<file path="src/rtl/mtne_pkg.sv">
// ----------------------------------------------------------------------------
// mtne_pkg
// Shared types, widths and id constants of the MIDI track note extractor.
// ----------------------------------------------------------------------------
`timescale 1ns / 1ps
`default_nettype none

package mtne_pkg;

  // delta time width, 8 to 32
  localparam int DeltaBits = 28;
  localparam int SkipBits  = 28;
  localparam int RestBits  = 28;
  localparam int ChunkBits = 32;
  localparam int OpenBits  = 16;

  // result queue
  localparam int QDepth   = 4;
  localparam int QPtrBits = $clog2(QDepth);
  localparam int QCntBits = $clog2(QDepth + 1);

  typedef enum logic [2:0] {
    KIND_REST       = 3'd0,
    KIND_NEW_CHORD  = 3'd1,
    KIND_JOIN_CHORD = 3'd2,
    KIND_BAD_HEADER = 3'd3,
    KIND_BAD_CHUNK  = 3'd4
  } kind_e;

  typedef struct packed {
    kind_e      kind;
    logic [7:0] note_number;
    logic       last;
  } note_t;

  // up to two results produced by one file byte
  typedef struct packed {
    logic [1:0] count;
    note_t      item0;
    note_t      item1;
  } push_t;

  localparam logic [3:0] NibMeta    = 4'd15;
  localparam logic [3:0] NibNoteOn  = 4'd9;
  localparam logic [3:0] NibNoteOff = 4'd8;
  localparam logic [3:0] NibProgram = 4'd12;
  localparam logic [3:0] NibPressure = 4'd13;
  localparam logic [3:0] NibPolyAt  = 4'd10;

  localparam logic [3:0] HdrLastIdx = 4'd13;
  localparam logic [3:0] IdLastIdx  = 4'd3;

  // "MThd"
  function automatic logic [7:0] hdr_byte(input logic [1:0] idx);
    logic [7:0] r;
    case (idx)
      2'd0:    r = 8'h4D;
      2'd1:    r = 8'h54;
      2'd2:    r = 8'h68;
      default: r = 8'h64;
    endcase
    return r;
  endfunction

  // "MTrk"
  function automatic logic [7:0] trk_byte(input logic [1:0] idx);
    logic [7:0] r;
    case (idx)
      2'd0:    r = 8'h4D;
      2'd1:    r = 8'h54;
      2'd2:    r = 8'h72;
      default: r = 8'h6B;
    endcase
    return r;
  endfunction

endpackage

`default_nettype wire

</file>
<file path="src/rtl/mtne_byte_if.sv">
// ----------------------------------------------------------------------------
// mtne_byte_if
// Request channel carrying one byte of the MIDI file.
// ----------------------------------------------------------------------------
`timescale 1ns / 1ps
`default_nettype none

interface mtne_byte_if;
  logic       valid;
  logic       ready;
  logic [7:0] file_byte;

  modport source (output valid, output file_byte, input ready);
  modport sink   (input valid, input file_byte, output ready);
endinterface

`default_nettype wire

</file>
<file path="src/rtl/mtne_note_if.sv">
// ----------------------------------------------------------------------------
// mtne_note_if
// Request channel carrying one note, rest or error result.
// ----------------------------------------------------------------------------
`timescale 1ns / 1ps
`default_nettype none

interface mtne_note_if;
  logic       valid;
  logic       ready;
  logic [2:0] kind;
  logic [7:0] note_number;
  logic       last;

  modport source (output valid, output kind, output note_number, output last,
                  input ready);
  modport sink   (input valid, input kind, input note_number, input last,
                  output ready);
endinterface

`default_nettype wire

</file>
<file path="src/rtl/mtne_parser.sv">
// ----------------------------------------------------------------------------
// mtne_parser
// Input byte register and combinational file parser with a registered
// result output, producing up to two results per byte.
// ----------------------------------------------------------------------------
`timescale 1ns / 1ps
`default_nettype none

module mtne_parser (
  input  wire logic                         clk_i,
  input  wire logic                         rst_ni,
  mtne_byte_if.sink                         byte_i,
  input  wire logic                         cfg_we_i,
  input  wire logic [mtne_pkg::RestBits-1:0] cfg_wdata_i,
  input  wire logic                         room_i,
  output mtne_pkg::push_t                   push_o
);

  typedef enum logic [3:0] {
    PH_HDR, PH_ID, PH_LEN, PH_DELTA, PH_STATUS, PH_MTYPE, PH_VLEN, PH_SKIP, PH_DATA
  } phase_e;

  typedef enum logic [1:0] {
    COL_IDLE   = 2'd0,
    COL_ACTIVE = 2'd1,
    COL_DONE   = 2'd2
  } collect_e;

  logic                            byte_vq;
  logic [7:0]                      byte_q;
  logic                            advance;

  logic [mtne_pkg::RestBits-1:0]   min_rest_q;

  phase_e                          phase_q, phase_d;
  logic [3:0]                      idx_q, idx_d;
  logic [mtne_pkg::ChunkBits-1:0]  chunk_q, chunk_d;
  logic [mtne_pkg::DeltaBits-1:0]  delta_q, delta_d;
  logic [mtne_pkg::SkipBits-1:0]   skip_q, skip_d;
  logic [3:0]                      nib_q, nib_d;
  logic [7:0]                      first_q, first_d;
  logic [mtne_pkg::OpenBits-1:0]   open_q, open_d;
  logic                            prev_q, prev_d;
  collect_e                        collect_q, collect_d;
  logic                            halted_q, halted_d;
  mtne_pkg::push_t                 push_d;

  // event completion
  logic [7:0]                      ev_first;
  logic                            ev_rest;
  logic                            ev_join;
  collect_e                        ev_collect;
  logic [mtne_pkg::OpenBits-1:0]   ev_open;
  logic                            ev_prev;
  mtne_pkg::push_t                 ev_push;

  assign advance      = byte_vq && room_i;
  assign byte_i.ready = !byte_vq || room_i;

  always_ff @(posedge clk_i or negedge rst_ni) begin
    if (!rst_ni) begin
      byte_vq <= 1'b0;
    end else if (byte_i.ready) begin
      byte_vq <= byte_i.valid;
    end
  end

  always_ff @(posedge clk_i) begin
    if (byte_i.ready && byte_i.valid) begin
      byte_q <= byte_i.file_byte;
    end
  end

  always_ff @(posedge clk_i or negedge rst_ni) begin
    if (!rst_ni) begin
      min_rest_q <= '0;
    end else if (cfg_we_i) begin
      min_rest_q <= cfg_wdata_i;
    end
  end

  always_comb begin
    ev_first   = (idx_q == 4'd0) ? byte_q : first_q;
    ev_collect = collect_q;
    ev_open    = open_q;
    ev_prev    = prev_q;
    ev_push    = '0;
    ev_rest    = (open_q == '0) && (32'(delta_q) > 32'(min_rest_q));
    ev_join    = prev_q && (delta_q == '0);
    if (nib_q == mtne_pkg::NibNoteOn) begin
      if (collect_q == COL_IDLE) begin
        ev_collect = COL_ACTIVE;
      end
      if (collect_q != COL_DONE) begin
        ev_push.item1.kind        = ev_join ? mtne_pkg::KIND_JOIN_CHORD
                                            : mtne_pkg::KIND_NEW_CHORD;
        ev_push.item1.note_number = ev_first;
        ev_push.item1.last        = 1'b1;
        if (ev_rest) begin
          ev_push.count             = 2'd2;
          ev_push.item0.kind        = mtne_pkg::KIND_REST;
          ev_push.item0.note_number = 8'd0;
          ev_push.item0.last        = 1'b0;
        end else begin
          ev_push.count = 2'd1;
          ev_push.item0 = ev_push.item1;
        end
        ev_open = open_q + 1'b1;
        ev_prev = 1'b1;
      end
    end else if (nib_q == mtne_pkg::NibNoteOff) begin
      ev_open = open_q - 1'b1;
      if (delta_q != '0) begin
        ev_prev = 1'b0;
      end
    end else if (delta_q != '0 && nib_q != mtne_pkg::NibPolyAt) begin
      ev_prev = 1'b0;
    end
  end

  always_comb begin
    phase_d   = phase_q;
    idx_d     = idx_q;
    chunk_d   = chunk_q;
    delta_d   = delta_q;
    skip_d    = skip_q;
    nib_d     = nib_q;
    first_d   = first_q;
    open_d    = open_q;
    prev_d    = prev_q;
    collect_d = collect_q;
    halted_d  = halted_q;
    push_d    = '0;
    if (advance && !halted_q) begin
      case (phase_q)
        PH_HDR: begin
          if (idx_q < 4'd4 && byte_q != mtne_pkg::hdr_byte(idx_q[1:0])) begin
            push_d.count      = 2'd1;
            push_d.item0.kind = mtne_pkg::KIND_BAD_HEADER;
            push_d.item0.last = 1'b1;
            halted_d          = 1'b1;
          end else if (idx_q >= mtne_pkg::HdrLastIdx) begin
            phase_d = PH_ID;
            idx_d   = 4'd0;
          end else begin
            idx_d = idx_q + 4'd1;
          end
        end
        PH_ID: begin
          if (byte_q != mtne_pkg::trk_byte(idx_q[1:0])) begin
            push_d.count      = 2'd1;
            push_d.item0.kind = mtne_pkg::KIND_BAD_CHUNK;
            push_d.item0.last = 1'b1;
            halted_d          = 1'b1;
          end else if (idx_q >= mtne_pkg::IdLastIdx) begin
            phase_d = PH_LEN;
            idx_d   = 4'd0;
            chunk_d = '0;
          end else begin
            idx_d = idx_q + 4'd1;
          end
        end
        PH_LEN: begin
          chunk_d = {chunk_q[mtne_pkg::ChunkBits-9:0], byte_q};
          if (idx_q >= mtne_pkg::IdLastIdx) begin
            idx_d = 4'd0;
            if (chunk_d == '0) begin
              phase_d = PH_ID;
              if (collect_q == COL_ACTIVE) begin
                collect_d = COL_DONE;
              end
            end else begin
              phase_d = PH_DELTA;
              delta_d = '0;
            end
          end else begin
            idx_d = idx_q + 4'd1;
          end
        end
        default: begin
          case (phase_q)
            PH_DELTA: begin
              delta_d = {delta_q[mtne_pkg::DeltaBits-8:0], byte_q[6:0]};
              if (!byte_q[7]) begin
                phase_d = PH_STATUS;
              end
            end
            PH_STATUS: begin
              nib_d  = byte_q[7:4];
              idx_d  = 4'd0;
              skip_d = '0;
              if (byte_q[7:4] == mtne_pkg::NibMeta) begin
                phase_d = (byte_q[3:0] == 4'hF) ? PH_MTYPE : PH_VLEN;
              end else begin
                phase_d = PH_DATA;
              end
            end
            PH_MTYPE: begin
              phase_d = PH_VLEN;
              skip_d  = '0;
            end
            PH_VLEN: begin
              skip_d = {skip_q[mtne_pkg::SkipBits-8:0], byte_q[6:0]};
              if (!byte_q[7]) begin
                if (skip_d == '0) begin
                  phase_d = PH_DELTA;
                  delta_d = '0;
                  idx_d   = 4'd0;
                end else begin
                  phase_d = PH_SKIP;
                end
              end
            end
            PH_SKIP: begin
              skip_d = skip_q - 1'b1;
              if (skip_d == '0) begin
                phase_d = PH_DELTA;
                delta_d = '0;
                idx_d   = 4'd0;
              end
            end
            PH_DATA: begin
              first_d = ev_first;
              if (idx_q == 4'd0 && nib_q != mtne_pkg::NibProgram &&
                  nib_q != mtne_pkg::NibPressure) begin
                idx_d = 4'd1;
              end else begin
                push_d    = ev_push;
                open_d    = ev_open;
                prev_d    = ev_prev;
                collect_d = ev_collect;
                phase_d   = PH_DELTA;
                delta_d   = '0;
                idx_d     = 4'd0;
              end
            end
            default: begin
              phase_d = PH_DELTA;
              delta_d = '0;
              idx_d   = 4'd0;
            end
          endcase
          // every body byte counts against the chunk length
          chunk_d = chunk_q - 1'b1;
          if (chunk_d == '0) begin
            phase_d = PH_ID;
            idx_d   = 4'd0;
            if (collect_d == COL_ACTIVE) begin
              collect_d = COL_DONE;
            end
          end
        end
      endcase
    end
  end

  always_ff @(posedge clk_i or negedge rst_ni) begin
    if (!rst_ni) begin
      phase_q   <= PH_HDR;
      idx_q     <= '0;
      chunk_q   <= '0;
      delta_q   <= '0;
      skip_q    <= '0;
      nib_q     <= '0;
      first_q   <= '0;
      open_q    <= '0;
      prev_q    <= 1'b0;
      collect_q <= COL_IDLE;
      halted_q  <= 1'b0;
      push_o    <= '0;
    end else begin
      phase_q   <= phase_d;
      idx_q     <= idx_d;
      chunk_q   <= chunk_d;
      delta_q   <= delta_d;
      skip_q    <= skip_d;
      nib_q     <= nib_d;
      first_q   <= first_d;
      open_q    <= open_d;
      prev_q    <= prev_d;
      collect_q <= collect_d;
      halted_q  <= halted_d;
      push_o    <= push_d;
    end
  end

endmodule

`default_nettype wire

</file>
<file path="src/rtl/mtne_queue.sv">
// ----------------------------------------------------------------------------
// mtne_queue
// Small queue taking up to two results a cycle, handing one out when ready.
// ----------------------------------------------------------------------------
`timescale 1ns / 1ps
`default_nettype none

module mtne_queue (
  input  wire logic    clk_i,
  input  wire logic    rst_ni,
  input  wire mtne_pkg::push_t push_i,
  output logic         room_o,
  mtne_note_if.source  note_o
);

  mtne_pkg::note_t                  entries_q [mtne_pkg::QDepth];
  logic [mtne_pkg::QPtrBits-1:0]    wr_q, wr_d;
  logic [mtne_pkg::QPtrBits-1:0]    rd_q, rd_d;
  logic [mtne_pkg::QCntBits-1:0]    cnt_q, cnt_d;
  logic                             pop;
  logic [mtne_pkg::QPtrBits-1:0]    wr_next;

  // room for two while one push may still be landing
  assign room_o = (cnt_q + mtne_pkg::QCntBits'(push_i.count)) <=
                  mtne_pkg::QCntBits'(mtne_pkg::QDepth - 2);
  assign pop    = note_o.valid && note_o.ready;
  assign wr_next = wr_q + 1'b1;

  assign note_o.valid       = cnt_q != '0;
  assign note_o.kind        = entries_q[rd_q].kind;
  assign note_o.note_number = entries_q[rd_q].note_number;
  assign note_o.last        = entries_q[rd_q].last;

  always_comb begin
    wr_d  = wr_q + push_i.count[mtne_pkg::QPtrBits-1:0];
    rd_d  = pop ? rd_q + 1'b1 : rd_q;
    cnt_d = cnt_q + mtne_pkg::QCntBits'(push_i.count) - mtne_pkg::QCntBits'(pop);
  end

  always_ff @(posedge clk_i) begin
    if (push_i.count != 2'd0) begin
      entries_q[wr_q] <= push_i.item0;
    end
    if (push_i.count == 2'd2) begin
      entries_q[wr_next] <= push_i.item1;
    end
  end

  always_ff @(posedge clk_i or negedge rst_ni) begin
    if (!rst_ni) begin
      wr_q  <= '0;
      rd_q  <= '0;
      cnt_q <= '0;
    end else begin
      wr_q  <= wr_d;
      rd_q  <= rd_d;
      cnt_q <= cnt_d;
    end
  end

endmodule

`default_nettype wire

</file>
<file path="src/rtl/midi_track_note_extractor.sv">
// ----------------------------------------------------------------------------
// midi_track_note_extractor
// Parses a standard MIDI file byte stream and reports the note-ons of the
// first track that holds notes, as rests, new-chord and joined-chord notes.
// ----------------------------------------------------------------------------
// byte_i takes one file byte per request, starting at the first byte of the
// file; note_o hands out one result per request, with last set on the final
// result caused by a byte. cfg_we_i writes min_rest_delta from cfg_wdata_i;
// write it only while the block is idle.
// A byte passes an input register, is parsed combinationally and its
// results pass the parser's output register into a four-entry queue whose
// head drives note_o. One byte is accepted per cycle while the queue has
// room; a byte that yields a rest and a note needs two output transfers,
// so the output port sets the sustained rate when rests are frequent.
// Input ready drops while the input register is full and the queue,
// counting the results still being written, holds more than two.
// Reset empties the queue, puts the parser at the start of the file header
// and clears min_rest_delta. A bad header or chunk id yields one error
// result and the block then ignores all bytes until reset.
// ----------------------------------------------------------------------------
`timescale 1ns / 1ps
`default_nettype none

module midi_track_note_extractor (
  input  wire logic                          clk_i,
  input  wire logic                          rst_ni,
  mtne_byte_if.sink                          byte_i,
  mtne_note_if.source                        note_o,
  input  wire logic                          cfg_we_i,
  input  wire logic [mtne_pkg::RestBits-1:0] cfg_wdata_i
);

  mtne_pkg::push_t push;
  logic            room;

  mtne_parser u_parser (
    .clk_i       (clk_i),
    .rst_ni      (rst_ni),
    .byte_i      (byte_i),
    .cfg_we_i    (cfg_we_i),
    .cfg_wdata_i (cfg_wdata_i),
    .room_i      (room),
    .push_o      (push)
  );

  mtne_queue u_queue (
    .clk_i  (clk_i),
    .rst_ni (rst_ni),
    .push_i (push),
    .room_o (room),
    .note_o (note_o)
  );

endmodule

`default_nettype wire
</file>
<file path="src/flat_wrapper.sv">
// flat-port wrapper written by rule: the top's interface ports become plain ports
module midi_track_note_extractor_flat 
  (clk_i, rst_ni, cfg_we_i, cfg_wdata_i, byte_i_valid, byte_i_file_byte, byte_i_ready, note_o_valid, note_o_kind, note_o_note_number, note_o_last, note_o_ready);
  mtne_byte_if byte_i_i ();
  mtne_note_if note_o_i ();
  input  wire logic clk_i;
  input  wire logic rst_ni;
  input  wire logic cfg_we_i;
  input  wire logic [mtne_pkg::RestBits-1:0] cfg_wdata_i;
  input wire logic [$bits(byte_i_i.valid)-1:0] byte_i_valid;
  input wire logic [$bits(byte_i_i.file_byte)-1:0] byte_i_file_byte;
  output wire logic [$bits(byte_i_i.ready)-1:0] byte_i_ready;
  output wire logic [$bits(note_o_i.valid)-1:0] note_o_valid;
  output wire logic [$bits(note_o_i.kind)-1:0] note_o_kind;
  output wire logic [$bits(note_o_i.note_number)-1:0] note_o_note_number;
  output wire logic [$bits(note_o_i.last)-1:0] note_o_last;
  input wire logic [$bits(note_o_i.ready)-1:0] note_o_ready;
  assign byte_i_i.valid = byte_i_valid;
  assign byte_i_i.file_byte = byte_i_file_byte;
  assign byte_i_ready = byte_i_i.ready;
  assign note_o_valid = note_o_i.valid;
  assign note_o_kind = note_o_i.kind;
  assign note_o_note_number = note_o_i.note_number;
  assign note_o_last = note_o_i.last;
  assign note_o_i.ready = note_o_ready;
  midi_track_note_extractor u_core (.clk_i(clk_i), .rst_ni(rst_ni), .byte_i(byte_i_i), .note_o(note_o_i), .cfg_we_i(cfg_we_i), .cfg_wdata_i(cfg_wdata_i));
endmodule
</file>
<file path="config.mk">
export PLATFORM = sky130hd
export DESIGN_NAME = midi_track_note_extractor_flat
export DESIGN_NICKNAME = d
export VERILOG_FILES = /design/src/rtl/mtne_pkg.sv /design/src/rtl/mtne_byte_if.sv /design/src/rtl/mtne_note_if.sv /design/src/rtl/mtne_parser.sv /design/src/rtl/mtne_queue.sv /design/src/rtl/midi_track_note_extractor.sv /design/src/flat_wrapper.sv
export SDC_FILE = /design/constraint.sdc
export NUM_CORES = 1
export LEC_CHECK = 0
export ABC_AREA = 1
export ABC_CLOCK_PERIOD_IN_PS = 3100
export BUFFER_PORTS_ARGS = -buffer_cell sky130_fd_sc_hd__buf_2
export CAP_MARGIN = 20
export CORE_ASPECT_RATIO = 1.1
export CORE_MARGIN = 2
export CORE_UTILIZATION = 40
export DETAILED_ROUTE_END_ITERATION = 10
export HOLD_SLACK_MARGIN = 0.12
export PLACE_DENSITY = 0.53
export SLEW_MARGIN = 10
export SYNTH_ARGS = -nofsm -noshare
export SYNTH_HDL_FRONTEND = slang
export SYNTH_HIERARCHICAL = 1
export SYNTH_SLANG_ARGS = --single-unit
</file>
<file path="constraint.sdc">
create_clock -name clk_i -period 3.1 [get_ports clk_i]
set_input_delay 0.155 -clock clk_i [delete_from_list [all_inputs] [get_ports clk_i]]
set_output_delay 0.155 -clock clk_i [all_outputs]
set_load 0.02 [all_outputs]
</file>
==> qor.csv <==
stage,metric,value,unit
synth,Post-Syn Instances,1983,
cts,CTS Buf Count,30,
sta,Final setup viols,0,
cts,Clock H-tree levels,1,
die,Starting Density,0.407,
synth,"Primary FF master, synth",dfrtp_1,
critical_path,R2R Setup Slk,0.24,ns
grt,Tot GR Track Use,0.211,
synth,Async SR Flop Fraction,0.770,
drt,WL/cell,15.3,um
drt,final WL,39600,um
drt,Remaining DRCs,0,
grt,vias in the first global route,12760,
grt,"Remaining Overflow, GRT",0,
critical_path,"CP delay by family, top",simple AND/OR/NAND/NOR gates,
critical_path,R2R cell count,11,
synth,Post-synth EDFFs,56,
cts,clock-pin slew on the worst setup and hold paths,0.06,ns
die,I/O pins,55,
cts,CTS Root Cell,clkbuf_16,
drt,DR pass1 iterations,7,
critical_path,Bufs and invs on worst path,3,
min_path,Hold Crit Endpoint,u_core/u_parser/min_rest_q[17]$_DFFE_PN0P_,
critical_path,CP Data Arrival Time,3.35,ns
critical_path,Worst R2R Start,u_core/u_parser/push_o[25]$_DFF_PN0_,
sta,max-slew violation count,0,
cells_and_area,fillers,3647,
placement,I/O Buffers,54,
power_and_ir_drop,pwr dens,520,nW/um2
critical_path,Worst Setup End Kind,register,
grt,initial antenna violation count,0,
cells_and_area,proportion of layout cells with a drive suffix above 1,0.0966,
placement,Cells after DPL,2495,
sta,unrepaired setup endpoints after global routing,true,
placement,Place WS,-0.00347,ns
die,num rows,73,
cells_and_area,Area Overhead vs Synth,16.0,%
drt,drt first-iter violations,812,
sta,Hold Fails Final Rpt,0,
synth,post-synthesis register bit count,244,
die,die footprint,38500,um2
sta,setup slack after layout,0.240,ns
die,Die Wd,187,um
critical_path,CP max stage delay,0.58,ns
cells_and_area,Finished Cell Area,17100,um2
synth,syn nets,2082,
min_path,Hold Path Origin,cfg_we_i,
die,Die Y,206,um
critical_path,reg-to-reg endpoint,u_core/u_parser/delta_q[21]$_DFFE_PN0P_,
cts,CTS tree,built,
drt,vias,13156,
placement,RePlAce Congestion,0.879,
synth,synthesized cell area,14800,um2
placement,dpl hpwl,28300,um
power_and_ir_drop,leakage,8.69,nW
synth,Ys Warns,6,
synth,unique cell type count in the Yosys netlist,52,
cells_and_area,"commonest non-fill, non-tap cell in the layout",nand2_1,
drt,Detail Route Antenna Nets,0,
placement,Placed Area,15600,um2
cts,worst skew pair latency,0.56,ns
critical_path,crit-path max FO,28,
cts,clock sink total,244,
grt,first-pass GRT wire length,66600,um
sta,fin crit period,2.86,ns
cells_and_area,Layout Nets,2178,
cells_and_area,ant diodes,0,
job,Max Cap Viol,0,
critical_path,startpoint class of the critical path,register,
run_status,status,completed,
cts,Longest Clk Path Bufs,3,
die,core area,36300,um2
sta,Tcrit/Tclk final,0.923,
critical_path,WS Path Type,reg2reg,
cells_and_area,most frequent cells in the layout,"nand2_1 (645), nor2_1 (228), dfrtp_1 (188)",
critical_path,CP required,3.59,ns
critical_path,CP Cell Sequence,inv_1 -> fa_1 -> nor2_1 -> nor2_1 -> nand3_1 -> inv_1 -> nand2_1 -> nor3b_4 -> buf_4 -> nand3b_1 -> nand2_1,
drt,vias per cell,5.08,
power_and_ir_drop,Design Power,0.00892,W
sta,Clock Skews,0.00905,ns
sta,FMAX,0.350,GHz
sta,hold_ws,0.193,ns
critical_path,"Slowest-stage cell, CP",fa_1,
grt,largest net degree at the start of global routing,88,
power_and_ir_drop,Peak VDD IR,0.364,mV
sta,Worst-Margin Slew,1.00,ns
cells_and_area,Final Non-Filler Cells,2589,
sta,Slew headroom,0.328,
min_path,WHS Path Cells,3,
synth,sequential fraction of the synthesis area,0.432,
min_path,Worst Hold Class,in2reg,
synth,syn avg cell area,7.45,um2
[through the flow]
step                setup TNS (ns)  utilization
finish                           0        0.473
global route              -0.00236        0.473
CTS                              0        0.472
detailed placement        -0.00347        0.431
global placement                 0        0.431
floorplan                        0            -
[worst register-to-register path, delay by kind of cell (launching register included)]
kind,cells,cell delay (ns)
simple gates,7,1.08
fa+ha+maj,1,0.58
flops,1,0.46
buf+inv,3,0.67
[Yosys cell counts (12+ instances only)]
| cell type | n | area [um2] |
|---|---|---|
| nand2_1 | 647 | 2430 |
| nor2_1 | 230 | 863 |
| dfrtp_1 | 188 | 4700 |
| inv_1 | 172 | 646 |
| o21ai_0 | 141 | 706 |
| nand3_1 | 123 | 616 |
| a21oi_1 | 57 | 285 |
| edfxtp_1 | 56 | 1680 |
| ha_1 | 56 | 701 |
| clkbuf_1 | 35 | 131 |
| nand3b_1 | 30 | 225 |
| a31oi_1 | 25 | 156 |
| nand4_1 | 23 | 144 |
| a22oi_1 | 17 | 128 |
| nor2_2 | 17 | 106 |
| nor4_1 | 17 | 106 |
| buf_2 | 15 | 75.1 |
| xor2_1 | 14 | 123 |
| o22ai_1 | 13 | 81.3 |
| xnor2_1 | 12 | 105 |
[sequential cells by signal (all words and copies together) (netlist names)]
| signal | cells |
|---|---|
| u_core/u_parser/byte_vq | 1 |
| u_core/u_parser/min_rest_q | 28 |
| u_core/u_parser/open_q | 16 |
| u_core/u_parser/phase_q | 4 |
| u_core/u_parser/chunk_q | 32 |
| u_core/u_parser/collect_q | 2 |
| u_core/u_parser/prev_q | 1 |
| u_core/u_queue/cnt_q | 3 |
| u_core/u_queue/rd_q | 2 |
| u_core/u_parser/first_q | 8 |
| u_core/u_parser/delta_q | 28 |
| u_core/u_parser/halted_q | 1 |
| u_core/u_parser/nib_q | 4 |
| u_core/u_parser/byte_q | 8 |
| u_core/u_parser/push_o | 24 |
| u_core/u_queue/entries_q | 48 |
| u_core/u_parser/idx_q | 4 |
| u_core/u_queue/wr_q | 2 |
| u_core/u_parser/skip_q | 28 |
[power breakdown]
group | internal, W | switching (W)
Combinational | 0.000484 | 0.00108
Sequential | 0.00346 | 0.000146
Clock | 0.00236 | 0.00139
[cells by family after synthesis]
| group | after synthesis | synth area share |
|---|---|---|
| DFF | 244 | 0.432 |
| AOI/OAI and AO/OA | 279 | 0.105 |
| muxes | 1 | 0.000762 |
| xor gates and xnor gates | 26 | 0.0154 |
| buffers and inverters | 246 | 0.0678 |
| and+or+nand+nor | 1128 | 0.328 |
| adders and majority gates | 58 | 0.0501 |
| other | 1 | 0.000254 |
[worst max-delay path by stage]
stage	from	depth (start not counted)	to	slack [ns]
2_1_floorplan	u_core/u_parser/push_o[24]$_DFF_PN0_	14	u_core/u_parser/delta_q[26]$_DFFE_PN0P_	0.48
3_3_place_gp	u_core/u_parser/push_o[25]$_DFF_PN0_	11	u_core/u_parser/open_q[9]$_DFFE_PN0P_	0.09
3_5_place_dp	u_core/u_parser/push_o[25]$_DFF_PN0_	10	u_core/u_parser/open_q[6]$_DFFE_PN0P_	-0.003
4_1_cts	u_core/u_parser/push_o[25]$_DFF_PN0_	11	u_core/u_parser/open_q[3]$_DFFE_PN0P_	0.05
5_1_grt	u_core/u_parser/push_o[25]$_DFF_PN0_	13	u_core/u_parser/open_q[13]$_DFFE_PN0P_	-0.002
6_report	u_core/u_parser/push_o[25]$_DFF_PN0_	11	u_core/u_parser/delta_q[21]$_DFFE_PN0P_	0.24
[per-layer routing]
metal,track usage,part of all wire,routed length (um)
met5,0,0,0
met4,0.0601,0.023,894
met3,0.0280,0.043,1700
met2,0.350,0.46,18100
met1,0.290,0.48,18900
[area by class of cell]
cell class                      instances  area, um2  area share
Inverter                              185        696      0.0406
Tap cell                              487        609      0.0356
Timing Repair Buffer                  125        935      0.0545
Multi-Input combinational cell       1493       7430       0.434
Clock buffer                           44        915      0.0534
Sequential cell                       244       6390       0.373
Clock inverter                         11        165     0.00964
[repair_timing]
action	4_1_cts	5_1_grt
hold endpoints to repair	132	0
cloned	0	0
hold buffers	39	0
buffers inserted	0	0
gates resized for setup	1	11
setup endpoints to repair	6	50
(Power assumes the default switching activity.)
